--- config.mk ---
export PLATFORM = sky130hd
export DESIGN_NAME = ctgr_scale
export DESIGN_NICKNAME = d
export VERILOG_FILES = /design/src/hw/rtl/ctgr_pkg.sv /design/src/hw/rtl/ctgr_scale.sv
export SDC_FILE = /design/constraint.sdc
export NUM_CORES = 2
export LEC_CHECK = 0
export BUFFER_PORTS_ARGS = -buffer_cell sky130_fd_sc_hd__buf_2
export CORE_ASPECT_RATIO = 0.5
export CORE_MARGIN = 10
export CORE_UTILIZATION = 52
export CTS_CLUSTER_SIZE = 28
export DETAILED_ROUTE_END_ITERATION = 8
export PLACE_DENSITY = 0.76
export RECOVER_POWER = 50
export SLEW_MARGIN = 5
export SYNTH_ARGS = -nofsm -noshare
export SYNTH_HDL_FRONTEND = slang
export SYNTH_SLANG_ARGS = --single-unit
export TNS_END_PERCENT = 1
--- constraint.sdc ---
create_clock -name clock -period 8.3 [get_ports clock]
set_clock_uncertainty 0.05 [all_clocks]
set_input_delay 1.245 -clock clock [delete_from_list [all_inputs] [get_ports clock]]
set_output_delay 1.245 -clock clock [all_outputs]
set_load 0.03 [all_outputs]
--- src/hw/rtl/ctgr_pkg.sv ---
// ----------------------------------------------------------------------------
// Colour temperature gamma ramp package
// Shared widths, constants, types and the white-point factor table.
// ----------------------------------------------------------------------------
package ctgr_pkg;

   localparam int TEMP_W     = 14;
   localparam int INDEX_W    = 12;
   localparam int RS_W       = 13;
   localparam int VALUE_W    = 16;
   localparam int OFF_W      = 13;
   localparam int ROW_W      = 6;
   localparam int FRAC_W     = 7;
   localparam int FACTOR_W   = 17;
   localparam int WEIGHT_W   = 23;
   localparam int CHANNELS   = 3;

   localparam int DEFAULT_MAX_RAMP = 4096;
   localparam int RS_RESET_VALUE   = 256;

   localparam logic [TEMP_W-1:0]  TEMP_LOW  = 14'd3000;
   localparam logic [TEMP_W-1:0]  TEMP_HIGH = 14'd9000;
   localparam logic [FRAC_W-1:0]  TEMP_STEP = 7'd100;
   localparam int                 ROW_COUNT = 61;
   localparam logic [ROW_W-1:0]   LAST_ROW  = 6'd60;
   localparam logic [VALUE_W-1:0] FULL_SCALE = 16'hFFFF;

   // Row number is off / 100, taken as (off * 5243) >> 19; exact for off <= 6000.
   localparam logic [OFF_W-1:0] ROW_RECIP = 13'd5243;
   localparam int               ROW_SHIFT = 19;

   // Final /100 as (t * 10737419) >> 30; exact for t below 6553600.
   localparam logic [23:0] DIV100_RECIP = 24'd10737419;
   localparam int          DIV100_SHIFT = 30;

   // Base divider: 16 quotient bits, four per pipeline stage.
   localparam int DIV_STEPS          = VALUE_W;
   localparam int DIV_STEPS_PER_STAGE = 4;
   localparam int DIV_STAGES         = DIV_STEPS / DIV_STEPS_PER_STAGE;

   // Input stage, divider stages, then two multiply stages.
   localparam int PIPE_DEPTH = DIV_STAGES + 3;

   typedef logic [TEMP_W-1:0]   temp_type;
   typedef logic [INDEX_W-1:0]  index_type;
   typedef logic [RS_W-1:0]     rs_type;
   typedef logic [VALUE_W-1:0]  value_type;
   typedef logic [FACTOR_W-1:0] factor_type;
   typedef logic [WEIGHT_W-1:0] weight_type;
   typedef weight_type [CHANNELS-1:0] weight_vec_type;
   typedef value_type  [CHANNELS-1:0] value_vec_type;

   // White-point factors in unsigned Q1.16: red, green, blue, one row per 100 K.
   localparam factor_type WP_TABLE [ROW_COUNT][CHANNELS] = '{
      '{65536, 47171, 28089}, '{65536, 48031, 29732}, '{65536, 48852, 31322},
      '{65536, 49637, 32863}, '{65536, 50390, 34359}, '{65536, 51110, 35810},
      '{65536, 51801, 37220}, '{65536, 52464, 38590}, '{65536, 53100, 39923},
      '{65536, 53712, 41218}, '{65536, 54300, 42478}, '{65536, 54865, 43704},
      '{65536, 55410, 44898}, '{65536, 55934, 46060}, '{65536, 56438, 47191},
      '{65536, 56925, 48293}, '{65536, 57394, 49366}, '{65536, 57847, 50411},
      '{65536, 58284, 51430}, '{65536, 58705, 52422}, '{65536, 59112, 53389},
      '{65536, 59614, 54289}, '{65536, 60104, 55175}, '{65536, 60583, 56049},
      '{65536, 61051, 56909}, '{65536, 61508, 57757}, '{65536, 61955, 58592},
      '{65536, 62391, 59414}, '{65536, 62818, 60224}, '{65536, 63234, 61020},
      '{65536, 63640, 61804}, '{65536, 64037, 62576}, '{65536, 64425, 63335},
      '{65536, 64804, 64081}, '{65536, 65174, 64815}, '{65536, 65536, 65536},
      '{64846, 65109, 65536}, '{64186, 64699, 65536}, '{63554, 64304, 65536},
      '{62947, 63925, 65536}, '{62365, 63559, 65536}, '{61803, 63205, 65536},
      '{61263, 62864, 65536}, '{60745, 62535, 65536}, '{60246, 62218, 65536},
      '{59765, 61912, 65536}, '{59303, 61616, 65536}, '{58857, 61330, 65536},
      '{58426, 61054, 65536}, '{58011, 60786, 65536}, '{57610, 60527, 65536},
      '{57223, 60277, 65536}, '{56849, 60034, 65536}, '{56487, 59798, 65536},
      '{56136, 59570, 65536}, '{55797, 59349, 65536}, '{55469, 59134, 65536},
      '{55151, 58925, 65536}, '{54842, 58723, 65536}, '{54543, 58526, 65536},
      '{54253, 58335, 65536}
   };

endpackage

--- src/hw/rtl/ctgr_scale.sv ---
// ----------------------------------------------------------------------------
// Ramp value scaling
// Multiplies the base value by each channel weight and divides by 100 * 65536
// over two register stages.
// ----------------------------------------------------------------------------
module ctgr_scale import ctgr_pkg::*; (
   input  logic           clock,
   input  logic           en,
   input  value_type      base,
   input  weight_vec_type weight,
   output value_vec_type  value
);

   localparam int PROD_W  = VALUE_W + WEIGHT_W;
   localparam int RECIP_W = WEIGHT_W + 24;

   weight_vec_type t_in, t_ff;
   value_vec_type  v_in, v_ff;

   // Dropping the low 16 bits first leaves only the division by 100.
   always_comb begin : p_mul
      logic [PROD_W-1:0] prod;
      for (int c = 0; c < CHANNELS; c++) begin
         prod    = PROD_W'(base) * PROD_W'(weight[c]);
         t_in[c] = prod[PROD_W-1:VALUE_W];
      end
   end

   always_ff @(posedge clock) begin
      if (en) begin
         t_ff <= t_in;
      end
   end

   always_comb begin : p_div100
      logic [RECIP_W-1:0] prod;
      for (int c = 0; c < CHANNELS; c++) begin
         prod    = RECIP_W'(t_ff[c]) * RECIP_W'(DIV100_RECIP);
         v_in[c] = prod[DIV100_SHIFT+VALUE_W-1:DIV100_SHIFT];
      end
   end

   always_ff @(posedge clock) begin
      if (en) begin
         v_ff <= v_in;
      end
   end

   assign value = v_ff;

endmodule

* Word level (Yosys, flattened, before mapping) *
Index checks and enable logic that the tools add are counted.

operators by class
  $mul = 6

operator list
  cell                    count
  $mul 23x24->46 const B  3
  $mul 16x23->39          3

word-level totals
  register bits = 117

* Depth between registers and ports, before layout *
  word-level depth = 1
  mapped depth = 26
  depth with buffers taken out = 24

* Worst setup path before layout *
No wires, ideal clock.

  path kind = input to register
  start = input port base[1]
  end = register t_ff[68] in the netlist's numbering (data pin)
  stages on the path = 25
  arrival = 7185 ps
  library setup time = 260 ps
  setup slack = 805 ps
  cells stage by stage = clkbuf_1 > clkbuf_1 > nand2_1 > fa_1 > inv_1 > fa_1 > inv_1 > fa_1 > inv_1 > fa_1 > fa_1 > inv_1 > fa_1 > inv_1 > ha_1 > a21oi_1 > o22ai_1 > or4_1 > o21ai_1 > o21ai_1 > a21oi_2 > o21ai_1 > a211oi_1 > o21bai_1 > xnor2_1

between the ends
  longest elaborated chain between the ends = 1

RTL lines
  element               RTL line          RTL
  start, declared       ctgr_scale.sv:9   input value_type base,
  $mul 16x23->39        ctgr_scale.sv:24  prod = PROD_W'(base) * PROD_W'(weight[c]);
  net p_mul.prod[38]    ctgr_scale.sv:22  logic [PROD_W-1:0] prod;
  end signal, assigned  ctgr_scale.sv:31  t_ff <= t_in;
  end, declared         ctgr_scale.sv:17  weight_vec_type t_in, t_ff;

The timed path passes the listed nets, and every way through them passes these cells.
A chain may end at the register's enable or synchronous reset.

==> impl_metrics.toml <==
[global_routing]
track_usage_pct = 22.9
top_usage_layer = "met2"
antenna_found_initial = 19
globalRouteOverflowTotal = 0
grt_pass1_vias = 47100
grtUsageMet1_pct = 29.9
grt_max_degree = 62
grtUsageMet3_pct = 4.60
gr-usage-met2_pct = 38.0
grt_pass1_wl_mm = 250

[synth]
seq_area_frac_synth_pct = 5.56
async_flop_share_pct = 0
ys_types = 66
ys_warn_count = 0
synth-seq-cells = 117
synth_flop_cell = "edfxtp_1"
syn_inst = 6487
syn_nets = 9064
syn_area_per_cell_um2 = 9.73
netlist_area_um2 = 63100
synth-edff-count = 117

[final_layout]
nNetsFinal = 9093
syn_to_final_growth_pct = 5.00
final_cell_mix = "inv_1 (1867), fa_1 (1458), ha_1 (1032)"
final_layout_size_suffix_gt1_share_pct = 2.96
layout_commonest_cell = "inv_1"

[clocking]
root_buffer = "clkbuf_16"
cts_tree = "yes"
clock_path_buffers = 2
cts_hold_buf = 0
clkSinkCount = 117
post-cts-setup-buffer-count = 0
clk_latency_ns = 0.49
clk_pin_slew_ns = 0.06
cts_buffers = 17
post_cts_resized = 0
htreeDepth = 4

[route]
wl_per_cell_um = 18.6
drt_iter0_drc = 3054
via_per_inst = 5.28
wl_mm = 152
vias = 43000
firstDrtPassIters = 5
drc_errors = 0
antenna_left = 0

[hold_path]
hold_path_class = "register to register"
min_from = "t_ff[68]$_DFFE_PP_"
holdPathStages = 3
worstHoldEndpoint = "value[47]$_DFFE_PP_"

[floorplan]
ioPinCount = 135
die_x_um = 513
coreArea_um2 = 121000
die_y_um = 266
fp-row-count = 90
dieArea_um2 = 137000
start_util_pct = 52.4

[run_status]
status = "complete, but fails checks"
violations = "capacitance limit, slew limit"

[sta]
drv_slew = 120
final_hold_viol_count = 0
fmax_ghz = 0.128
fin_ws_ns = 0.499
tns_ns = 0
rsz0062_at_grt = "no"
relSlewSlack_pct = -148
period_minus_slack_ns = 7.80
setup_viol = 0
finalCritPeriodShare_pct = 94.0
tightest_slew_ns = 3.72

[setup_path]
critPathMaxFanout = 18
cp-start-kind = "input pin"
r2r_end = "value[47]$_DFFE_PP_"
r2r_start = "t_ff[57]$_DFFE_PP_"
worstPathRequired_ns = 8.47
r2r_slack_ns = 0.91
cp.arrival_ns = 7.97
cp-end-kind = "register"
crit_type = "input pin to register"
reg2regPathDepth = 22
crit_start = "base[2]"

[run]
drv_cap = 2

[place]
portBuffers = 134
post-place-ws_ns = 0.0816
routabilityCongestion = 0.974
dp_hpwl_mm = 130
[synth_stat cells, drive strengths merged, types with 15 or more instances]
library cell / count / area share, %
xnor2: 84 / 1.2
o21a: 19 / 0.23
a211oi: 15 / 0.19
nand4: 23 / 0.23
nor2: 75 / 0.45
fa: 1458 / 46
o21ai: 65 / 0.52
a21oi: 105 / 0.84
edfxtp: 117 / 5.6
nor2b: 18 / 0.18
nand3: 25 / 0.20
a21o: 55 / 0.65
xor2: 34 / 0.47
nand2: 710 / 4.2
and2: 450 / 4.5
nor3: 16 / 0.13
inv: 1867 / 11
ha: 1032 / 20
clkbuf: 185 / 1.1
[stage by stage]
step,cell area (um2),hold slack [ns],std cells,utilization [%]
final,66300,1.07,8146,55.0
after global routing,66300,1.16,8144,55.0
after CTS,66400,1.06,8137,55.0
after detailed placement,65700,1.03,8107,54.5
after global placement,65700,1.04,8107,54.5
after floorplan,63100,0.860,6487,-
[worst max-delay path by stage]
stage | endpoint | slack [ns]
after floorplan | t_ff[68]$_DFFE_PP_ | 0.81
after global placement | t_ff[68]$_DFFE_PP_ | 0.19
after detailed placement | t_ff[68]$_DFFE_PP_ | 0.08
after CTS | t_ff[68]$_DFFE_PP_ | 0.61
after global routing | t_ff[22]$_DFFE_PP_ | 0.11
final | t_ff[22]$_DFFE_PP_ | 0.50
[cells by family after synthesis]
family | after synthesis | synth area share, %
compound gates | 340 | 3.49
xor+xnor | 118 | 1.64
fa+ha+maj | 2490 | 66.7
buf+inv | 2053 | 12.2
flops | 117 | 5.56
simple gates | 1369 | 10.4
[critical path, cell delays in order]
cell,delay [ns]
buf_2,0.39
buf_4,0.34
buf_4,0.31
nand2_1,0.12
fa_1,0.52
inv_1,0.06
fa_1,0.54
inv_1,0.06
fa_1,0.50
inv_1,0.05
fa_1,0.48
fa_1,0.49
inv_1,0.05
fa_1,0.47
inv_1,0.04
ha_1,0.33
a21o_1,0.22
a2111oi_0,0.56
nor3_1,0.13
a31oi_1,0.29
o211ai_1,0.22
a2111oi_0,0.45
nor3b_1,0.09
[state kept, by name, summed over array words and instances, names as in the netlist]
signal,cells
t_ff,69
value,48
[layer usage]
metal | part of all wire (%) | up-vias
met5 | 0.068 | -
met4 | 3.7 | 18
met3 | 8.0 | 343
met2 | 47 | 1588
met1 | 41 | 21800
li1 | - | 19300
[final cells by class]
type / count / area (um2)
Tap cell: 1610 / 2010
Clock inverter: 12 / 181
Antenna cell: 9 / 22.5
Inverter: 1867 / 7010
Timing Repair Buffer: 196 / 1210
Multi-Input combinational cell: 4317 / 51900
Fill cell: 10400 / 54300
Clock buffer: 18 / 429
Sequential cell: 117 / 3510
Power is left out: the tool's default activity adds up to more than one toggle a clock period on the data nets, which glitch-free logic cannot reach.
