File: src/hw/rtl/ctgr_pkg.sv
// ----------------------------------------------------------------------------
// Colour temperature gamma ramp package
// Shared widths, constants, types and the white-point factor table.
// ----------------------------------------------------------------------------
package ctgr_pkg;

   localparam int TEMP_W     = 14;
   localparam int INDEX_W    = 12;
   localparam int RS_W       = 13;
   localparam int VALUE_W    = 16;
   localparam int OFF_W      = 13;
   localparam int ROW_W      = 6;
   localparam int FRAC_W     = 7;
   localparam int FACTOR_W   = 17;
   localparam int WEIGHT_W   = 23;
   localparam int CHANNELS   = 3;

   localparam int DEFAULT_MAX_RAMP = 4096;
   localparam int RS_RESET_VALUE   = 256;

   localparam logic [TEMP_W-1:0]  TEMP_LOW  = 14'd3000;
   localparam logic [TEMP_W-1:0]  TEMP_HIGH = 14'd9000;
   localparam logic [FRAC_W-1:0]  TEMP_STEP = 7'd100;
   localparam int                 ROW_COUNT = 61;
   localparam logic [ROW_W-1:0]   LAST_ROW  = 6'd60;
   localparam logic [VALUE_W-1:0] FULL_SCALE = 16'hFFFF;

   // Row number is off / 100, taken as (off * 5243) >> 19; exact for off <= 6000.
   localparam logic [OFF_W-1:0] ROW_RECIP = 13'd5243;
   localparam int               ROW_SHIFT = 19;

   // Final /100 as (t * 10737419) >> 30; exact for t below 6553600.
   localparam logic [23:0] DIV100_RECIP = 24'd10737419;
   localparam int          DIV100_SHIFT = 30;

   // Base divider: 16 quotient bits, four per pipeline stage.
   localparam int DIV_STEPS          = VALUE_W;
   localparam int DIV_STEPS_PER_STAGE = 4;
   localparam int DIV_STAGES         = DIV_STEPS / DIV_STEPS_PER_STAGE;

   // Input stage, divider stages, then two multiply stages.
   localparam int PIPE_DEPTH = DIV_STAGES + 3;

   typedef logic [TEMP_W-1:0]   temp_type;
   typedef logic [INDEX_W-1:0]  index_type;
   typedef logic [RS_W-1:0]     rs_type;
   typedef logic [VALUE_W-1:0]  value_type;
   typedef logic [FACTOR_W-1:0] factor_type;
   typedef logic [WEIGHT_W-1:0] weight_type;
   typedef weight_type [CHANNELS-1:0] weight_vec_type;
   typedef value_type  [CHANNELS-1:0] value_vec_type;

   // White-point factors in unsigned Q1.16: red, green, blue, one row per 100 K.
   localparam factor_type WP_TABLE [ROW_COUNT][CHANNELS] = '{
      '{65536, 47171, 28089}, '{65536, 48031, 29732}, '{65536, 48852, 31322},
      '{65536, 49637, 32863}, '{65536, 50390, 34359}, '{65536, 51110, 35810},
      '{65536, 51801, 37220}, '{65536, 52464, 38590}, '{65536, 53100, 39923},
      '{65536, 53712, 41218}, '{65536, 54300, 42478}, '{65536, 54865, 43704},
      '{65536, 55410, 44898}, '{65536, 55934, 46060}, '{65536, 56438, 47191},
      '{65536, 56925, 48293}, '{65536, 57394, 49366}, '{65536, 57847, 50411},
      '{65536, 58284, 51430}, '{65536, 58705, 52422}, '{65536, 59112, 53389},
      '{65536, 59614, 54289}, '{65536, 60104, 55175}, '{65536, 60583, 56049},
      '{65536, 61051, 56909}, '{65536, 61508, 57757}, '{65536, 61955, 58592},
      '{65536, 62391, 59414}, '{65536, 62818, 60224}, '{65536, 63234, 61020},
      '{65536, 63640, 61804}, '{65536, 64037, 62576}, '{65536, 64425, 63335},
      '{65536, 64804, 64081}, '{65536, 65174, 64815}, '{65536, 65536, 65536},
      '{64846, 65109, 65536}, '{64186, 64699, 65536}, '{63554, 64304, 65536},
      '{62947, 63925, 65536}, '{62365, 63559, 65536}, '{61803, 63205, 65536},
      '{61263, 62864, 65536}, '{60745, 62535, 65536}, '{60246, 62218, 65536},
      '{59765, 61912, 65536}, '{59303, 61616, 65536}, '{58857, 61330, 65536},
      '{58426, 61054, 65536}, '{58011, 60786, 65536}, '{57610, 60527, 65536},
      '{57223, 60277, 65536}, '{56849, 60034, 65536}, '{56487, 59798, 65536},
      '{56136, 59570, 65536}, '{55797, 59349, 65536}, '{55469, 59134, 65536},
      '{55151, 58925, 65536}, '{54842, 58723, 65536}, '{54543, 58526, 65536},
      '{54253, 58335, 65536}
   };

endpackage

File: src/hw/rtl/ctgr_interp.sv
// ----------------------------------------------------------------------------
// White-point interpolation
// Finds the table row and fraction of the temperature and blends the two
// neighbouring rows into a per-channel weight in Q1.16 scaled by 100.
// ----------------------------------------------------------------------------
module ctgr_interp import ctgr_pkg::*; (
   input  logic           clock,
   input  logic           en,
   input  temp_type       temperature,
   output weight_vec_type weight
);

   logic [OFF_W-1:0]  off_in,  off_ff;
   logic [ROW_W-1:0]  row_in,  row_ff;
   logic [FRAC_W-1:0] frac_in, frac_ff;
   logic [ROW_W-1:0]  next_row;
   factor_type        f_row_in  [CHANNELS];
   factor_type        f_next_in [CHANNELS];
   factor_type        f_row_ff  [CHANNELS];
   factor_type        f_next_ff [CHANNELS];
   weight_vec_type    w_in, w_ff, w_d1_ff, w_d2_ff;

   // Stage one: clamp, offset and row estimate.
   always_comb begin : p_row
      temp_type          tc;
      logic [2*OFF_W-1:0] prod;
      if (temperature < TEMP_LOW) begin
         tc = TEMP_LOW;
      end else if (temperature > TEMP_HIGH) begin
         tc = TEMP_HIGH;
      end else begin
         tc = temperature;
      end
      off_in = OFF_W'(tc - TEMP_LOW);
      prod   = (2*OFF_W)'(off_in) * (2*OFF_W)'(ROW_RECIP);
      row_in = prod[ROW_SHIFT+ROW_W-1:ROW_SHIFT];
   end

   always_ff @(posedge clock) begin
      if (en) begin
         off_ff <= off_in;
         row_ff <= row_in;
      end
   end

   // Stage two: fraction within the row and table lookups.
   always_comb begin : p_lookup
      logic [OFF_W-1:0] rowoff;
      rowoff   = OFF_W'(row_ff) * OFF_W'(TEMP_STEP);
      frac_in  = FRAC_W'(off_ff - rowoff);
      next_row = (row_ff == LAST_ROW) ? row_ff : ROW_W'(row_ff + 1'b1);
      for (int c = 0; c < CHANNELS; c++) begin
         f_row_in[c]  = WP_TABLE[row_ff][c];
         f_next_in[c] = WP_TABLE[next_row][c];
      end
   end

   always_ff @(posedge clock) begin
      if (en) begin
         frac_ff   <= frac_in;
         f_row_ff  <= f_row_in;
         f_next_ff <= f_next_in;
      end
   end

   // Stage three: linear blend of the two rows.
   always_comb begin
      for (int c = 0; c < CHANNELS; c++) begin
         w_in[c] = WEIGHT_W'(f_row_ff[c]) * WEIGHT_W'(TEMP_STEP - frac_ff)
                 + WEIGHT_W'(f_next_ff[c]) * WEIGHT_W'(frac_ff);
      end
   end

   // The two delay stages line the weight up with the divider result.
   always_ff @(posedge clock) begin
      if (en) begin
         w_ff    <= w_in;
         w_d1_ff <= w_ff;
         w_d2_ff <= w_d1_ff;
      end
   end

   assign weight = w_d2_ff;

endmodule

File: config.mk
export PLATFORM = sky130hd
export DESIGN_NAME = ctgr_interp
export DESIGN_NICKNAME = d
export VERILOG_FILES = /design/src/hw/rtl/ctgr_pkg.sv /design/src/hw/rtl/ctgr_interp.sv
export SDC_FILE = /design/constraint.sdc
export NUM_CORES = 2
export LEC_CHECK = 0
export BUFFER_PORTS_ARGS = -buffer_cell sky130_fd_sc_hd__buf_2
export CORE_MARGIN = 4
export CORE_UTILIZATION = 30
export DETAILED_ROUTE_END_ITERATION = 12
export PLACE_DENSITY_LB_ADDON = 0.08
export SYNTH_ARGS = -nofsm -noshare
export SYNTH_HDL_FRONTEND = slang
export SYNTH_SLANG_ARGS = --single-unit
File: constraint.sdc
create_clock -name clock -period 10.9 [get_ports clock]
set_clock_uncertainty 0.05 [all_clocks]
set_input_delay 0 -clock clock [delete_from_list [all_inputs] [get_ports clock]]
set_output_delay 0 -clock clock [all_outputs]
set_load 0.05 [all_outputs]
# Word level (Yosys, flattened, before mapping)
# Memory sizes are Yosys's and may differ from the RTL's. A register that Yosys moved wholly into a read port is not among the register bits.
# Index checks and enable logic that the tools add are counted.
# word_totals
register_bits	227
rom_bits	6528
output_inout_bits	69
elab_cells	37
mem_count	2
# memory_table
memory	words	width	rd	rd_clocked_by_memory_dff	wr	line	source
(no name shown)	64	51	1	1	0	ctgr_interp.sv:54	f_next_in[c] = WP_TABLE[next_row][c];
(no name shown)	64	51	1	1	0	ctgr_interp.sv:53	f_row_in[c] = WP_TABLE[row_ff][c];
# op_classes
addsub	7
n_mul	8
magnitude_cmp	2
eq_ne	1
mux	3
n_bitwise	2
# ops
op	n
adder 23 bit	3
multiplier 17 x 7 -> 23 bit	3
multiplier 17 x 23 -> 23 bit	2
two-way mux 13 bit	2
multiplier 13 x 13 -> 25 bit, second input constant	1
multiplier 18 x 8 -> 23 bit	1
> comparator 14 bit, second input constant	1
< comparator 14 x 12 -> 1 bit, second input constant	1
NOT 6 -> 7 bit	2
subtractor 13 x 12 -> 13 bit, second input constant	1
subtractor 7 x 7 -> 8 bit, first input constant	1
subtractor 7 bit	1
adder 6 x 1 -> 6 bit, second input constant	1
== test 6 bit, second input constant	1
multiplier 6 x 5 -> 5 bit, second input constant	1
two-way mux 6 bit	1

# Depth between registers and ports, before layout
# depth
depth_word	5
ltp_mapped	33
mapped_depth_nobuf	30

# Least setup slack after synthesis
# No wires, ideal clock.
# synth_path
path_type	register to register
from	register frac_ff[0]
to	register w_ff[45] (netlist bit) (data pin)
setup_ns	0.261
arrival_time_ns	7.237
t_required_ns	10.589
path_slack_ns	3.352
stages_incl_launch_ff	29
path_buffers	4
synth_period_minus_slack_ns	7.548
cell_sequence	edfxtp_1 clkbuf_1 clkbuf_1 inv_1 ha_1 inv_1 a21o_1 o21ai_0 xor2_1 clkbuf_1 clkbuf_1 nand2_1 fa_1 fa_1 fa_1 inv_1 fa_1 fa_1 fa_1 fa_1 ha_1 o21ai_0 a21oi_1 o41ai_1 a21oi_1 a41o_1 o21ai_1 o21ai_0 xnor2_1
# synth_rtl
item	line	source
start, declared	ctgr_interp.sv:15	logic [FRAC_W-1:0] frac_in, frac_ff;
start signal, assigned	ctgr_interp.sv:60	frac_ff <= frac_in;
end signal, assigned	ctgr_interp.sv:77	w_ff <= w_in;
end, declared	ctgr_interp.sv:21	weight_vec_type w_in, w_ff, w_d1_ff, w_d2_ff;

==> out/qor.csv <==
metric;value;unit
syn-cell-area;45400;µm²
ys_warn_count;0;
fp.coreArea;150100;µm²
slew_headroom;19.31;%
period_share;77.52;%
hold_viol_final;0;
arrival;8750;ps
root_buffer;clkbuf_16;
setup_viol_count_final;0;
maxCapViolations;0;
grt_pass1_vias;33790;
die_y;397.0;µm
cts_tree;done;
rsz0062_at_grt;false;
fill_cells;15560;
synth_top_family_by_area;adder cells;
routed_wl;127100;µm
nets;5735;
synth_top_area_share;33.64;%
synth_xor_area_share;2.877;%
drv_slew;0;
clk_pin_slew;60;ps
tns;0;ps
dpl.hpwl;98030;µm
avgSynthCellArea;9.874;µm²
grt_util_all_layers;16.45;%
cts-buffers-inserted;42;
grt_pass1_wl;202200;µm
async_flop_share;0;%
layout-drive-gt1-share;5.571;%
synth-simple-area-share;12.92;%
critPathCaptureType;flip-flop;
synth-edff-count;327;
hp-class;in2reg;
place.gp.congestion;0.8608;
die_area;157600;µm²
antenna_found_initial;2;
synthAdderAreaFrac;43.98;%
synth.area.mux_share;0.1764;%
synth.distinct_cells;85;
max_freq;118.4;MHz
dr_total_vias;31420;
yosysMostFrequentCell;inv_1;
detail_route.iter0.violations;2059;
drc;0;
yosysTopAreaCell;fa_1;
min_period;8449;ps
clock_tree.buffer_depth;3;
dominantRegCellSynth;edfxtp_1;
synth_nets;5752;
die_w;397.0;µm
clock_latency;630;ps
crit_required;11200;ps
avgViaCountPerCell;4.739;
syn2layout_area_growth;9.095;%
rows;142;
port_buffers;84;
cts_num_sinks;327;
synthTopCellsByCount;inv_1, fa_1, nand2_1;
synth-compound-area-share;8.750;%
routedWlPerCell;19.17;µm
worstPathMaxFanout;52;
worstSetupStartpointType;flip-flop;
ys_ff_latch;327;
synthTopCellsByArea;fa_1, edfxtp_1, ha_1;
worstMarginPinSlew;1202;ps
dr.pass1.iters;6;
syn_inst;4598;
final_antenna_net_count;0;
ys_seq_area_share;21.63;%
path_class;reg2reg;
overflow;0;
outcome;complete, no violations;
htreeDepth;2;
grt_max_degree;85;
postCtsSetupBuffers;0;
start_util;30.24;%
io_pins;85;
-- through the flow --
step	util (%)	hold slack, ps	std cells	setup slack [ps]	instance area, µm²
CTS	32.99	15.87	6629	2361	49530
finish	32.99	22.92	6630	2451	49530
global route	32.99	57.48	6629	1867	49530
global placement	32.03	350.9	6548	2391	48080
detailed placement	32.03	354.5	6548	2352	48080
floorplan	-	62.50	4598	3352	45400
-- final cells by class --
class                           count  area (µm²)  share of cell area, %
Timing Repair Buffer              150       938.4                  1.895
Multi-Input combinational cell   3114       31300                  63.20
Antenna cell                        1       2.502               0.005052
Sequential cell                   327        9819                  19.83
Clock inverter                     29       324.1                 0.6543
Clock buffer                       47        1070                  2.160
Inverter                          946        3551                  7.169
Tap cell                         2016        2522                  5.093
-- repair_timing --
| action | CTS | global route |
|---|---|---|
| gates resized for setup | 0 | 0 |
| hold endpoints to repair | 85 | 0 |
| hold buffers | 5 | 0 |
-- per-layer routing --
metal | wire (µm) | up-vias | global-route usage (%)
met1 | 58330 | 16050 | 22.83
met2 | 59570 | 711 | 27.04
li1 | - | 14480 | -
met3 | 5623 | 181 | 2.194
met4 | 3563 | 0 | 4.369
met5 | 0 | - | 0
-- cell usage in the layout (no fill, tap or decap), types with 10 or more instances in the layout --
cell type | netlist | layout
o22ai_1 | 27 | 27
edfxtp_1 | 327 | 327
nand3_1 | 28 | 28
a21oi_1 | 183 | 183
fa_1 | 763 | 763
xor2_1 | 31 | 28
xnor2_1 | 110 | 107
o221ai_1 | 14 | 14
buf_2 | 35 | 83
ha_1 | 375 | 372
o21a_1 | 11 | 11
o21ai_0 | 148 | 148
o211ai_1 | 29 | 29
nor3_1 | 34 | 34
a31oi_1 | 31 | 31
a221oi_1 | 26 | 26
clkbuf_16 | 0 | 42
nand2b_1 | 31 | 31
nor2b_1 | 12 | 12
a311oi_1 | 16 | 16
nand2_1 | 489 | 489
a211oi_1 | 21 | 21
inv_1 | 940 | 940
nor2_1 | 157 | 154
a21o_1 | 25 | 25
clkinv_1 | 3 | 10
buf_4 | 1 | 61
and2_1 | 402 | 402
-- path summary, 6_finish.rpt --
path | cells past startpoint | slack [ps] | from | end
max | 25 | 2450 | frac_ff[1] | w_ff[19]
min | 4 | 20 | temperature[3] | off_ff[3]
max reg2reg | 25 | 2450 | frac_ff[1] | w_ff[19]
min reg2reg | 0 | 360 | w_d1_ff[40] | weight[40]
-- sequential cells by signal, indices dropped and copies added, names as in the netlist --
register	count
w_ff	69
off_ff	7
frac_ff	7
row_ff	6
f_row_ff	50
f_next_ff	50
weight	69
w_d1_ff	69
-- worst max-delay path, cell delays in order, from the launching register on --
cell,delay [ps]
edfxtp_1,350
buf_4,320
inv_1,130
ha_2,240
inv_1,50
a21o_1,230
o21ai_0,430
xor2_4,540
buf_4,550
and2_1,230
fa_1,390
inv_1,80
fa_1,440
fa_1,540
inv_1,50
fa_1,480
fa_1,560
fa_1,430
fa_1,440
ha_1,340
o21a_1,130
o21a_1,210
a311oi_1,470
o21ba_2,240
o21ai_0,90
xor2_1,150
-- kinds of logic (layout without fill, tap and decap cells) --
logic type / Yosys count / after routing
flip-flops: 327 / 327
AO/OA/AOI/OAI: 624 / 624
multiplexers: 8 / 8
adder cells (fa/ha/maj): 1138 / 1138
XOR/XNOR: 144 / 144
other: 0 / 1
buffers and inverters: 1157 / 1172
AND/OR/NAND/NOR: 1200 / 1200
Power is not shown: default switching activity piles up to over one toggle a cycle in this logic, so the estimate is an artifact.
