## src/hw/rtl/ctgr_pkg.sv

```systemverilog
// ----------------------------------------------------------------------------
// Colour temperature gamma ramp package
// Shared widths, constants, types and the white-point factor table.
// ----------------------------------------------------------------------------
package ctgr_pkg;

   localparam int TEMP_W     = 14;
   localparam int INDEX_W    = 12;
   localparam int RS_W       = 13;
   localparam int VALUE_W    = 16;
   localparam int OFF_W      = 13;
   localparam int ROW_W      = 6;
   localparam int FRAC_W     = 7;
   localparam int FACTOR_W   = 17;
   localparam int WEIGHT_W   = 23;
   localparam int CHANNELS   = 3;

   localparam int DEFAULT_MAX_RAMP = 4096;
   localparam int RS_RESET_VALUE   = 256;

   localparam logic [TEMP_W-1:0]  TEMP_LOW  = 14'd3000;
   localparam logic [TEMP_W-1:0]  TEMP_HIGH = 14'd9000;
   localparam logic [FRAC_W-1:0]  TEMP_STEP = 7'd100;
   localparam int                 ROW_COUNT = 61;
   localparam logic [ROW_W-1:0]   LAST_ROW  = 6'd60;
   localparam logic [VALUE_W-1:0] FULL_SCALE = 16'hFFFF;

   // Row number is off / 100, taken as (off * 5243) >> 19; exact for off <= 6000.
   localparam logic [OFF_W-1:0] ROW_RECIP = 13'd5243;
   localparam int               ROW_SHIFT = 19;

   // Final /100 as (t * 10737419) >> 30; exact for t below 6553600.
   localparam logic [23:0] DIV100_RECIP = 24'd10737419;
   localparam int          DIV100_SHIFT = 30;

   // Base divider: 16 quotient bits, four per pipeline stage.
   localparam int DIV_STEPS          = VALUE_W;
   localparam int DIV_STEPS_PER_STAGE = 4;
   localparam int DIV_STAGES         = DIV_STEPS / DIV_STEPS_PER_STAGE;

   // Input stage, divider stages, then two multiply stages.
   localparam int PIPE_DEPTH = DIV_STAGES + 3;

   typedef logic [TEMP_W-1:0]   temp_type;
   typedef logic [INDEX_W-1:0]  index_type;
   typedef logic [RS_W-1:0]     rs_type;
   typedef logic [VALUE_W-1:0]  value_type;
   typedef logic [FACTOR_W-1:0] factor_type;
   typedef logic [WEIGHT_W-1:0] weight_type;
   typedef weight_type [CHANNELS-1:0] weight_vec_type;
   typedef value_type  [CHANNELS-1:0] value_vec_type;

   // White-point factors in unsigned Q1.16: red, green, blue, one row per 100 K.
   localparam factor_type WP_TABLE [ROW_COUNT][CHANNELS] = '{
      '{65536, 47171, 28089}, '{65536, 48031, 29732}, '{65536, 48852, 31322},
      '{65536, 49637, 32863}, '{65536, 50390, 34359}, '{65536, 51110, 35810},
      '{65536, 51801, 37220}, '{65536, 52464, 38590}, '{65536, 53100, 39923},
      '{65536, 53712, 41218}, '{65536, 54300, 42478}, '{65536, 54865, 43704},
      '{65536, 55410, 44898}, '{65536, 55934, 46060}, '{65536, 56438, 47191},
      '{65536, 56925, 48293}, '{65536, 57394, 49366}, '{65536, 57847, 50411},
      '{65536, 58284, 51430}, '{65536, 58705, 52422}, '{65536, 59112, 53389},
      '{65536, 59614, 54289}, '{65536, 60104, 55175}, '{65536, 60583, 56049},
      '{65536, 61051, 56909}, '{65536, 61508, 57757}, '{65536, 61955, 58592},
      '{65536, 62391, 59414}, '{65536, 62818, 60224}, '{65536, 63234, 61020},
      '{65536, 63640, 61804}, '{65536, 64037, 62576}, '{65536, 64425, 63335},
      '{65536, 64804, 64081}, '{65536, 65174, 64815}, '{65536, 65536, 65536},
      '{64846, 65109, 65536}, '{64186, 64699, 65536}, '{63554, 64304, 65536},
      '{62947, 63925, 65536}, '{62365, 63559, 65536}, '{61803, 63205, 65536},
      '{61263, 62864, 65536}, '{60745, 62535, 65536}, '{60246, 62218, 65536},
      '{59765, 61912, 65536}, '{59303, 61616, 65536}, '{58857, 61330, 65536},
      '{58426, 61054, 65536}, '{58011, 60786, 65536}, '{57610, 60527, 65536},
      '{57223, 60277, 65536}, '{56849, 60034, 65536}, '{56487, 59798, 65536},
      '{56136, 59570, 65536}, '{55797, 59349, 65536}, '{55469, 59134, 65536},
      '{55151, 58925, 65536}, '{54842, 58723, 65536}, '{54543, 58526, 65536},
      '{54253, 58335, 65536}
   };

endpackage

```

## src/hw/rtl/ctgr_divider.sv

```systemverilog
// ----------------------------------------------------------------------------
// Base value divider
// Pipelined restoring division giving entry_index * 65536 / ramp_size,
// four quotient bits per stage, saturating when the index is past the ramp.
// ----------------------------------------------------------------------------
module ctgr_divider import ctgr_pkg::*; (
   input  logic      clock,
   input  logic      en,
   input  index_type entry_index,
   input  rs_type    ramp_size,
   output value_type base
);

   rs_type    rem_ff [DIV_STAGES+1];
   value_type quo_ff [DIV_STAGES+1];
   logic      sat_ff [DIV_STAGES+1];

   // Entry stage: the remainder starts as the index, which is below the divisor unless the saturate flag is set.
   always_ff @(posedge clock) begin
      if (en) begin
         rem_ff[0] <= RS_W'(entry_index);
         quo_ff[0] <= '0;
         sat_ff[0] <= (RS_W'(entry_index) >= ramp_size);
      end
   end

   for (genvar k = 1; k <= DIV_STAGES; k++) begin : g_stage
      rs_type    rem_in;
      value_type quo_in;

      always_comb begin : p_steps
         logic [RS_W:0] dbl;
         rem_in = rem_ff[k-1];
         quo_in = quo_ff[k-1];
         for (int s = 0; s < DIV_STEPS_PER_STAGE; s++) begin
            dbl = {rem_in, 1'b0};
            if (dbl >= {1'b0, ramp_size}) begin
               rem_in = RS_W'(dbl - {1'b0, ramp_size});
               quo_in = {quo_in[VALUE_W-2:0], 1'b1};
            end else begin
               rem_in = dbl[RS_W-1:0];
               quo_in = {quo_in[VALUE_W-2:0], 1'b0};
            end
         end
      end

      always_ff @(posedge clock) begin
         if (en) begin
            rem_ff[k] <= rem_in;
            quo_ff[k] <= quo_in;
            sat_ff[k] <= sat_ff[k-1];
         end
      end
   end

   assign base = sat_ff[DIV_STAGES] ? FULL_SCALE : quo_ff[DIV_STAGES];

endmodule

```

## config.mk

```make
export PLATFORM = sky130hd
export DESIGN_NAME = ctgr_divider
export DESIGN_NICKNAME = d
export VERILOG_FILES = /design/src/hw/rtl/ctgr_pkg.sv /design/src/hw/rtl/ctgr_divider.sv
export SDC_FILE = /design/constraint.sdc
export NUM_CORES = 1
export LEC_CHECK = 0
export ABC_CLOCK_PERIOD_IN_PS = 30500
export BUFFER_PORTS_ARGS = -buffer_cell sky130_fd_sc_hd__buf_2
export CAP_MARGIN = 20
export CORE_ASPECT_RATIO = 1.4
export CORE_MARGIN = 3
export CORE_UTILIZATION = 41
export DETAILED_ROUTE_END_ITERATION = 10
export PLACE_DENSITY = 0.6
export SETUP_SLACK_MARGIN = 0.5
export SYNTH_ARGS = -nofsm -noshare
export SYNTH_HDL_FRONTEND = slang
export SYNTH_SLANG_ARGS = --single-unit
```

## constraint.sdc

```tcl
create_clock -name clock -period 30.5 [get_ports clock]
set_clock_uncertainty 0.15 [all_clocks]
set_input_delay 4.575 -clock clock [delete_from_list [all_inputs] [get_ports clock]]
set_output_delay 4.575 -clock clock [all_outputs]
set_load 0.05 [all_outputs]
```

== Word-level counts from Yosys, hierarchy flattened ==
Memories as Yosys holds them, arrays and structs flattened.
Cells that the tools add are included.

* Memory bits (read-only): 0
* RAM bits: 150
* Latch bits: 0
* Register bits after elaboration: 0
* Output and inout port bits: 16
* Logic and storage cells: 71
* Memories: 3
* Input port bits: 27

* $add $sub $neg: 16
* Bitwise logic cells: 0
* Shifts and indexed selects: 0
* Multiplexer cells: 35
* $lt $le $gt $ge: 17
* Equality and inequality tests: 0
* $mul: 0
* Div/mod/pow operators: 0
* Reduce and logical (&&, ||, !) cells: 0

{| class="wikitable"
|+ Memory list
! memory !! words !! width !! rd ports !! clocked after memory_dff !! wr ports !! line !! RTL
|-
| quo_ff || 5 || 16 || 5 || 0 || 5 || ctgr_divider.sv:15 || <nowiki>value_type quo_ff [DIV_STAGES+1];</nowiki>
|-
| rem_ff || 5 || 13 || 4 || 0 || 5 || ctgr_divider.sv:14 || <nowiki>rs_type rem_ff [DIV_STAGES+1];</nowiki>
|-
| sat_ff || 5 || 1 || 5 || 0 || 5 || ctgr_divider.sv:16 || <nowiki>logic sat_ff [DIV_STAGES+1];</nowiki>
|}

{| class="wikitable"
|+ Operator list
! kind !! count
|-
| 14-bit by 13-bit greater-or-equal comparator with 1-bit output || 16
|-
| 13-bit 2-to-1 mux || 16
|-
| 13-bit subtractor || 16
|-
| 1-bit 2-to-1 mux || 18
|-
| 16-bit 2-to-1 mux || 1
|-
| 12-bit by 13-bit greater-or-equal comparator with 1-bit output || 1
|}

== Depth between registers and ports, before layout ==
Gate-level depths: netlist of run 1.
An unclocked memory read counts as a cell.

* Depth after elaboration: 9
* Mapped depth: 48
* Gate-level depth less buffers: 41

== Worst setup path before layout of run 1 ==
No wires, ideal clock.

* Path type: in2reg
* Start: input ramp_size[0]
* End: memory quo_ff[0][64] (netlist bit) (data pin)
* Required time: 30.096 ns
* Data arrival time: 13.868 ns
* Setup slack: 16.228 ns
* Stages: 42
* Path buffers: 8
* Setup time: 0.254 ns
* Cell sequence: buf_2 -> buf_1 -> inv_1 -> clkbuf_1 -> clkbuf_1 -> fa_1 -> nand2_1 -> a21oi_1 -> o211a_1 -> o31ai_1 -> and2_1 -> clkbuf_1 -> inv_1 -> clkbuf_1 -> mux2_2 -> ha_1 -> or3_1 -> nor3_1 -> [... 6 more ...] -> ha_1 -> o21bai_1 -> a21o_1 -> a21o_1 -> a221o_1 -> a221oi_2 -> o21ai_0 -> a221oi_2 -> clkinv_1 -> mux2_2 -> ha_1 -> a21o_1 -> a21o_1 -> a21oi_1 -> nor2_1 -> or3_1 -> or4_1 -> o21a_1

{| class="wikitable"
|+ RTL lines
! what !! line !! RTL
|-
| from (decl) || ctgr_divider.sv:10 || <nowiki>input rs_type ramp_size,</nowiki>
|-
| to (decl) || ctgr_divider.sv:15 ||
|}

==> results of run 1 <==
==> synth_stat cells (10+ instances only) <==
library cell / number
ha_1: 207
nor2_1: 137
a21oi_1: 133
nand2_1: 123
o21ai_0: 117
edfxtp_1: 96
xnor2_1: 92
mux2_2: 81
inv_1: 74
a21o_1: 48
nor3_1: 46
xor2_1: 41
nand2b_1: 34
or2_2: 32
o21a_1: 29
nor2b_1: 27
nand3_1: 21
o31ai_1: 19
clkbuf_1: 18
a211oi_1: 15
or3_1: 15
a21boi_0: 14
a31oi_1: 14
and2_1: 13
nand4_1: 12
mux2_4: 10
o31a_1: 10
==> critical path, delay by kind of cell <==
family                     cells  cell delay [ns]
AOI/OAI and AO/OA             16             4.34
adders and majority gates      4             1.34
buffers and inverters          4             1.53
muxes                          3             1.18
and+or+nand+nor                7             1.94
==> cell families (layout without fill, tap and decap cells) <==
group                      Yosys count  in the layout  synth area share, %
buffers and inverters              107            153                 3.11
DFF                                 96             96                 20.8
and+or+nand+nor                    493            493                 17.2
xor gates and xnor gates           133            133                 8.39
AOI/OAI and AO/OA                  485            485                 22.8
muxes                              101            101                 8.46
adders and majority gates          211            211                 19.2
==> per-stage QoR <==
stage                     util [%]  setup slack [ns]
final                         44.9             15.56
after global routing          44.9             14.76
after CTS                     44.8             15.37
after detailed placement      43.9             14.96
after global placement        43.9             15.33
after floorplan                  -             16.23
==> worst max-delay path by stage <==
| stage | from | endpoint | slack [ns] | cells past startpoint |
|---|---|---|---|---|
| floorplan | ramp_size[0] | quo_ff[0][64]$_DFFE_PP_ | 16.23 | 42 |
| global placement | ramp_size[0] | rem_ff[0][41]$_DFFE_PP_ | 15.33 | 33 |
| detailed placement | ramp_size[0] | rem_ff[0][41]$_DFFE_PP_ | 14.96 | 33 |
| CTS | ramp_size[0] | rem_ff[0][41]$_DFFE_PP_ | 15.37 | 33 |
| global route | ramp_size[0] | quo_ff[0][64]$_DFFE_PP_ | 14.76 | 34 |
| finish | ramp_size[0] | quo_ff[0][64]$_DFFE_PP_ | 15.56 | 34 |
==> metal layers <==
metal | global-route usage (%) | share of wire [%] | vias to the layer above
met5 | 0 | 0 | -
met4 | 7.14 | 2.7 | 0
met3 | 2.09 | 2.8 | 58
met2 | 40.5 | 52 | 193
met1 | 24.8 | 42 | 5852
li1 | - | - | 6134
==> registers in the layout, indices dropped and copies added (netlist names) <==
name	cells
quo_ff	40
rem_ff	51
sat_ff	5
==> final cells by class <==
class,count,area share [%]
Clock buffer,10,1.53
Timing Repair Buffer,58,2.23
Multi-Input combinational cell,1423,70.8
Sequential cell,96,19.3
Clock inverter,6,0.452
Tap cell,445,3.73
Inverter,79,2.00
==> results.txt, run 1 <==
Initial antenna violation count -> 0
Cells after DPL -> 2,100
Design area -> 14,900 um^2
Number of global-route vias before repair -> 12.2k
Nets@finish -> 1,905
Multi-input combinational cell area -> 10,600 um^2
Critical R2R Capture -> quo_ff[0][64]$_DFFE_PP_
Grt ovf -> 0
Routed len/inst -> 18.2 um
H-Tree Depth -> 3
Total CTS buffers -> 9
Root buffer cell -> clkbuf_16
Worst path max stage delay -> 0.87 ns
Synth Instances -> 1,626
Clock buffer depth -> 2
Crit end category -> flop
Setup TNS -> 0 ns
Share of layout cells above drive strength 1 -> 13.4%
Reg-to-reg setup timing slack -> 20.00 ns
Netlist cell types -> 85
CTS clk-pin slew, worst paths -> 0.09 ns
Post-synth EDFFs -> 96
Final std cells w/o fill -> 2,117
Post-synth top flop -> edfxtp_1
I/O pins -> 43
Most common cell after layout, fill and taps aside -> ha_1
Chip Height -> 224 um
Hold endpoint -> quo_ff[0][56]$_DFFE_PP_
Layout fillers -> 3,295
DRT iter0 DRCs -> 683
WP data required -> 30.50 ns
Vias/cell -> 5.78
Syn avg cell area -> 8.54 um^2
DP HPWL -> 28.9 mm
First-pass GRT wire length -> 62.0 mm
Register area share after synthesis -> 20.8%
Cts repair resizes -> 0
Die area -> 36,200 um^2
Die X -> 162 um
Antenna cell count -> 0
Via count -> 12.2k
Hold crit path type -> flop to flop
Pre-antenna DRT Iters -> 5
Hold path startpoint -> quo_ff[0][36]$_DFFE_PP_
Post-CTS Setup Bufs -> 0
Hold path cells -> 0
Most frequent cells in the layout -> 207 x ha_1, 137 x nor2_1, 133 x a21oi_1, 123 x nand2_1, 117 x o21ai_0
Final hold vios -> 0
Final ANT Viol Nets -> 0
Post-DP Area -> 14,600 um^2
CP Launch Type -> primary input
Largest net degree at the start of global routing -> 70
Max-cap violations -> 0
Async SR Flop Fraction -> 0%
Unrepaired setup endpoints after global routing -> no
Cell taking the most area after synthesis -> edfxtp_1
Number of port buffers -> 42
Max_slew headroom -> 34.2%
Area Growth Syn to Fin -> 7.59%
GPL Wtd Cong -> 0.895
WHS -> 0.269 ns
Ys Warns -> 0
TritonCTS clock tree -> done
Setup CP Type -> primary input to flop
Synth top area share -> 20.8%
# DRC -> 0
Synth Register Bits -> 96
Worst-Margin Slew -> 0.987 ns
Critical Path AT -> 14.94 ns
Slew Viols, Final -> 0
CTS sink cnt -> 96
Reg2reg path depth -> 32
Row count -> 79
Core box area -> 33,300 um^2
GRT Total Usage -> 21.3%
# hold bufs at CTS -> 0
Status -> finished, final reports clean
Slowest CP cell -> a221oi_2
Final setup viols -> 0
Initial Util -> 41.7%
Period utilization -> 49.0%
Routed wire length -> 38.5 mm
CP most frequent cell -> a21o_1
Ranking of synthesized cells by area -> edfxtp_1 21%, ha_1 19%, mux2_2 6.6%, xnor2_1 5.8%, a21oi_1 4.8%
Crit path max fanout -> 36
Mapped cell area -> 13,900 um^2
Syn nets -> 1,864
Min Clock Period, post-route -> 14.94 ns
Sequential cell area -> 2880 um^2
Worst skew pair latency -> 0.39 ns
Reg2reg start -> rem_ff[0][47]$_DFFE_PP_
Max Fclk -> 67.0 MHz
Power of run 1 is not shown: default switching activity piles up to over one toggle a cycle in this logic, so the estimate is an artifact.
==> run 2, diff against run 1 <==
Settings changed: ABC_CLOCK_PERIOD_IN_PS 30500 to 15100.
Clock period 30.5 ns to 15.1 ns, I/O delays scaled along.
==> run 2 against run 1 <==
  * Core utilization grew 0.053 points
  * Hold slack is essentially flat
  * Critical path depth is the same
  * Die area is the same
  * Critical endpoint is now rem_ff[0][49]$_DFFE_PP_
==> results.txt, run 2 (synthesis results as in run 1) <==
DP HPWL -> 29.6 mm (was 28.9 mm)
Worst skew pair latency -> 0.38 ns (was 0.39 ns)
Share of layout cells above drive strength 1 -> 13.5% (was 13.4%)
Post-CTS Setup Bufs -> 0 (unchanged)
Setup CP Type -> primary input to flop (unchanged)
Largest net degree at the start of global routing -> 69 (was 70)
# DRC -> 0 (unchanged)
Crit path max fanout -> 19 (was 36)
Worst-Margin Slew -> 0.963 ns (was 0.987 ns)
Hold path startpoint -> quo_ff[0][49]$_DFFE_PP_ (was quo_ff[0][36]$_DFFE_PP_)
Max Fclk -> 75.5 MHz
Max_slew headroom -> 35.0% (was 34.2%)
Routed len/inst -> 18.2 um (about the same)
Buffers and inverters on the worst path -> 5 (was 4)
Most common cell after layout, fill and taps aside -> ha_1 (unchanged)
Final hold vios -> 0 (unchanged)
Slowest CP cell -> o41ai_1 (was a221oi_2)
Pre-antenna DRT Iters -> 5 (unchanged)
H-Tree Depth -> 3 (unchanged)
Top Registers -> rem_ff: 51 flops, quo_ff: 40 flops, sat_ff: 5 flops (unchanged)
Final setup viols -> 0 (unchanged)
TritonCTS clock tree -> done (unchanged)
Hold path cells -> 0 (unchanged)
Clock buffer depth -> 2 (unchanged)
Hold endpoint -> quo_ff[0][69]$_DFFE_PP_ (was quo_ff[0][56]$_DFFE_PP_)
Layout fillers -> 3,299 (was 3,295)
Core box area -> 33,300 um^2 (unchanged)
Critical R2R Capture -> rem_ff[0][49]$_DFFE_PP_ (was quo_ff[0][64]$_DFFE_PP_)
DRT iter0 DRCs -> 589 (was 683)
Area Growth Syn to Fin -> 7.71% (was 7.59%)
Vias/cell -> 5.75 (was 5.78)
Final ANT Viol Nets -> 0 (unchanged)
GPL Wtd Cong -> 0.874 (was 0.895)
Setup TNS -> 0 ns (unchanged)
CTS clk-pin slew, worst paths -> 0.07 ns (was 0.09 ns)
Total CTS buffers -> 9 (unchanged)
First-pass GRT wire length -> 61.7 mm (was 62.0 mm)
Row count -> 79 (unchanged)
Reg2reg path depth -> 32 (unchanged)
Die area -> 36,200 um^2 (unchanged)
CP Launch Type -> primary input (unchanged)
Die X -> 162 um (unchanged)
Routed wire length -> 38.6 mm (was 38.5 mm)
Initial Util -> 41.7% (unchanged)
Number of global-route vias before repair -> 12.3k (was 12.2k)
Period utilization -> 87.7%
I/O pins -> 43 (unchanged)
Most frequent cells in the layout -> 207 x ha_1, 137 x nor2_1, 133 x a21oi_1, 123 x nand2_1, 117 x o21ai_0 (unchanged)
Number of flip-flops in the largest register -> 51 (unchanged)
Chip Height -> 224 um (unchanged)
Min Clock Period, post-route -> 13.24 ns
Root buffer cell -> clkbuf_16 (unchanged)
Reg2reg start -> rem_ff[0][29]$_DFFE_PP_ (was rem_ff[0][47]$_DFFE_PP_)
Crit end category -> flop (unchanged)
Cts repair resizes -> 0 (unchanged)
Unrepaired setup endpoints after global routing -> no (unchanged)
# hold bufs at CTS -> 0 (unchanged)
Reg with most FFs -> rem_ff (unchanged)
Worst path max stage delay -> 0.80 ns (was 0.87 ns)
Grt ovf -> 0 (unchanged)
Number of port buffers -> 42 (unchanged)
Nets@finish -> 1,907 (was 1,905)
CP delay by family, top -> compound AO/OA/AOI/OAI gates (unchanged)
Hold crit path type -> flop to flop (unchanged)
WP data required -> 15.07 ns (was 30.50 ns)
Via count -> 12.2k (about the same)
Slew Viols, Final -> 0 (unchanged)
Critical Path AT -> 13.21 ns (was 14.94 ns)
Initial antenna violation count -> 0 (unchanged)
Max-cap violations -> 0 (unchanged)
CTS sink cnt -> 96 (unchanged)
Status -> finished, final reports clean (unchanged)
Reg-to-reg setup timing slack -> 3.98 ns (was 20.00 ns)
GRT Total Usage -> 21.2% (was 21.3%)
-- run 2: changes by cell type in the layout (fill, tap and decap cells not counted), sizes merged --
cell	change
buf	+2
diode	+2
clkinv	-1
clkinvlp	-1
inv	+1
-- run 2: metrics by stage --
stage               cells  worst slack [ns]  instance area, um^2  hold WS [ns]  util (%)
CTS                  2118              1.75                15000         0.273      44.9
finish               2120              1.86                15000         0.270      44.9
detailed placement   2103              1.40                14700         0.255      44.0
global placement     2103              1.39                14700         0.251      44.0
floorplan            1626              3.14                13900         0.250         -
global route         2118              1.14                15000         0.277      44.9
-- run 2: routing by layer --
| metal | wire [um] | share of wire, % | vias up | track usage [%] |
|---|---|---|---|---|
| li1 | - | - | 6147 | - |
| met1 | 16400 | 42 | 5762 | 24.5 |
| met2 | 19800 | 51 | 207 | 39.5 |
| met3 | 1070 | 2.8 | 77 | 2.20 |
| met4 | 1340 | 3.5 | 0 | 8.75 |
| met5 | 0 | 0 | - | 0 |
-- run 2: cell type report --
type                    instances  area [um^2]  share of cell area, %
clock inverters                 5         65.1                  0.435
multi-input cells            1423        10600                   70.7
clock buffers                  10          229                   1.53
inverters                      79          299                   2.00
repair buffers                 60          348                   2.33
flip-flops and latches         96         2880                   19.3
well taps                     445          557                   3.72
diodes                          2         5.00                 0.0335
-- run 2: worst max path at each step --
| stage | from | end | slack, ns | cells past startpoint |
|---|---|---|---|---|
| final | ramp_size[2] | rem_ff[0][49]$_DFFE_PP_ | 1.86 | 34 |
| after global routing | ramp_size[4] | rem_ff[0][49]$_DFFE_PP_ | 1.14 | 34 |
| after CTS | ramp_size[2] | rem_ff[0][49]$_DFFE_PP_ | 1.75 | 34 |
| after detailed placement | ramp_size[2] | rem_ff[0][49]$_DFFE_PP_ | 1.40 | 34 |
| after global placement | ramp_size[2] | rem_ff[0][49]$_DFFE_PP_ | 1.39 | 34 |
| after floorplan | ramp_size[0] | quo_ff[0][64]$_DFFE_PP_ | 3.14 | 42 |
-- run 2: worst reg2reg max path: cells and delay by family, from the launching register on --
kind	cells	cell delay (ns)
buf+inv	3	0.67
compound gates	15	5.09
simple gates	6	1.63
mux	4	1.63
flops	1	0.40
fa+ha+maj	4	1.31
Power of run 2 is left out for the same reason.
==> run 3, diff against run 2 <==
Settings changed: RECOVER_POWER set to 50.
==> run 3 against run 2 <==
  * The flow now finishes with violations (max-capacitance violations, max-slew violations)
  * Routed wire length is essentially flat
  * Sequential share of layout area is essentially flat
  * Design area shrank 0.14%
  * Sequential cell count is the same
  * Non-clock buffer count is the same
  * Via count is essentially flat
  * Final cell count is the same
  * Register-to-register slack is essentially flat
  * Critical path depth is the same
  * Count of clock-buffer cells in the layout is the same
  * Core utilization shrank 0.064 points
==> results.txt, run 3 (synthesis results as in run 1) <==
Status -> complete, but fails checks (was finished, final reports clean)
Failing checks -> max-capacitance violations, max-slew violations
Unrepaired setup endpoints after global routing -> no (unchanged)
Worst path max stage delay -> 0.80 ns (about the same)
Reg with most FFs -> rem_ff (unchanged)
Crit path max fanout -> 19 (unchanged)
Period utilization -> 87.7% (about the same)
First-pass GRT wire length -> 61.7 mm (unchanged)
# DRC -> 0 (unchanged)
Routed len/inst -> 18.2 um (about the same)
Max Fclk -> 75.5 MHz (about the same)
Worst-Margin Slew -> 3.83 ns (was 0.963 ns)
Clock buffer depth -> 2 (unchanged)
Initial antenna violation count -> 0 (unchanged)
Root buffer cell -> clkbuf_16 (unchanged)
Number of flip-flops in the largest register -> 51 (unchanged)
Area Growth Syn to Fin -> 7.56% (was 7.71%)
I/O pins -> 43 (unchanged)
Final setup viols -> 0 (unchanged)
Most frequent cells in the layout -> 207 x ha_1, 137 x nor2_1, 133 x a21oi_1, 123 x nand2_1, 117 x o21ai_0 (unchanged)
Core box area -> 33,300 um^2 (unchanged)
Chip Height -> 224 um (unchanged)
Grt ovf -> 0 (unchanged)
Share of layout cells above drive strength 1 -> 12.7% (was 13.5%)
Slowest CP cell -> o41ai_1 (unchanged)
GPL Wtd Cong -> 0.874 (unchanged)
Max-cap violations -> 2 (was 0)
Die area -> 36,200 um^2 (unchanged)
Hold crit path type -> flop to flop (unchanged)
CTS sink cnt -> 96 (unchanged)
H-Tree Depth -> 3 (unchanged)
Worst slack, placed -> 1.40 ns (unchanged)
Nets@finish -> 1,907 (unchanged)
Final ANT Viol Nets -> 0 (unchanged)
Cts repair resizes -> 0 (unchanged)
Pre-antenna DRT Iters -> 5 (unchanged)
PnR worst setup slack -> 1.86 ns (about the same)
Setup TNS -> 0 ns (unchanged)
Routed wire length -> 38.6 mm (about the same)
CP Launch Type -> primary input (unchanged)
Final core utilization -> 44.8% (was 44.9%)
Most common cell after layout, fill and taps aside -> ha_1 (unchanged)
TritonCTS clock tree -> done (unchanged)
Max_slew headroom -> -155% (was 35.0%)
Row count -> 79 (unchanged)
CP delay by family, top -> compound AO/OA/AOI/OAI gates (unchanged)
Initial Util -> 41.7% (unchanged)
Number of global-route vias before repair -> 12.3k (unchanged)
Number of port buffers -> 42 (unchanged)
Die X -> 162 um (unchanged)
Buffers and inverters on the worst path -> 5 (unchanged)
DP HPWL -> 29.6 mm (unchanged)
Slew Viols, Final -> 99 (was 0)
Critical Path AT -> 13.21 ns (about the same)
Setup CP Type -> primary input to flop (unchanged)
GRT Total Usage -> 21.2% (unchanged)
DRT iter0 DRCs -> 585 (was 589)
Largest net degree at the start of global routing -> 69 (unchanged)
Vias/cell -> 5.75 (about the same)
Reg-to-reg setup timing slack -> 3.98 ns (about the same)
# hold bufs at CTS -> 0 (unchanged)
Crit end category -> flop (unchanged)
Min Clock Period, post-route -> 13.24 ns (about the same)
CTS clk-pin slew, worst paths -> 0.07 ns (about the same)
Via count -> 12.2k (about the same)
Top Registers -> rem_ff: 51 flops, quo_ff: 40 flops, sat_ff: 5 flops (unchanged)
Total CTS buffers -> 9 (unchanged)
WP data required -> 15.07 ns (about the same)
Worst skew pair latency -> 0.38 ns (about the same)
Final hold vios -> 0 (unchanged)
Post-CTS Setup Bufs -> 0 (unchanged)
==> run 3: cell types whose count changed in the layout (fill, tap and decap cells not counted) <==
| cell | change |
|---|---|
| buf_2 | -11 |
| clkbuf_1 | +13 |
| buf_4 | -2 |
==> run 3: path summary, 6_finish.rpt <==
| path | from | to | cells past startpoint |
|---|---|---|---|
| max reg2reg | rem_ff[0][29]$_DFFE_PP_ | rem_ff[0][49]$_DFFE_PP_ | 32 |
| max | ramp_size[2] | rem_ff[0][49]$_DFFE_PP_ | 34 |
| min reg2reg | quo_ff[0][49]$_DFFE_PP_ | quo_ff[0][69]$_DFFE_PP_ | 0 |
| min | quo_ff[0][49]$_DFFE_PP_ | quo_ff[0][69]$_DFFE_PP_ | 0 |
==> run 3: area by class of cell <==
type / count / area (um^2)
Timing Repair Buffer: 60 / 327
Inverter: 79 / 299
Multi-Input combinational cell: 1423 / 10600
Clock buffer: 10 / 229
Tap cell: 445 / 557
Antenna cell: 2 / 5.00
Sequential cell: 96 / 2880
Clock inverter: 5 / 65.1
Fill cell: 3305 / 18400
==> run 3: routing by layer <==
metal | global-route usage (%) | wire length [um] | vias up
li1 | - | - | 6146
met1 | 24.5 | 16400 | 5753
met2 | 39.5 | 19800 | 205
met3 | 2.20 | 1100 | 77
met4 | 8.75 | 1330 | 0
met5 | 0 | 0 | -
==> run 3: through the flow <==
stage	hold WS [ns]	std cells	cell area (um^2)
after CTS	0.273	2118	15000
after global placement	0.251	2103	14700
after detailed placement	0.255	2103	14700
after floorplan	0.250	1626	13900
final	0.270	2120	14900
after global routing	0.277	2118	14900
Power of run 3 is left out for the same reason.
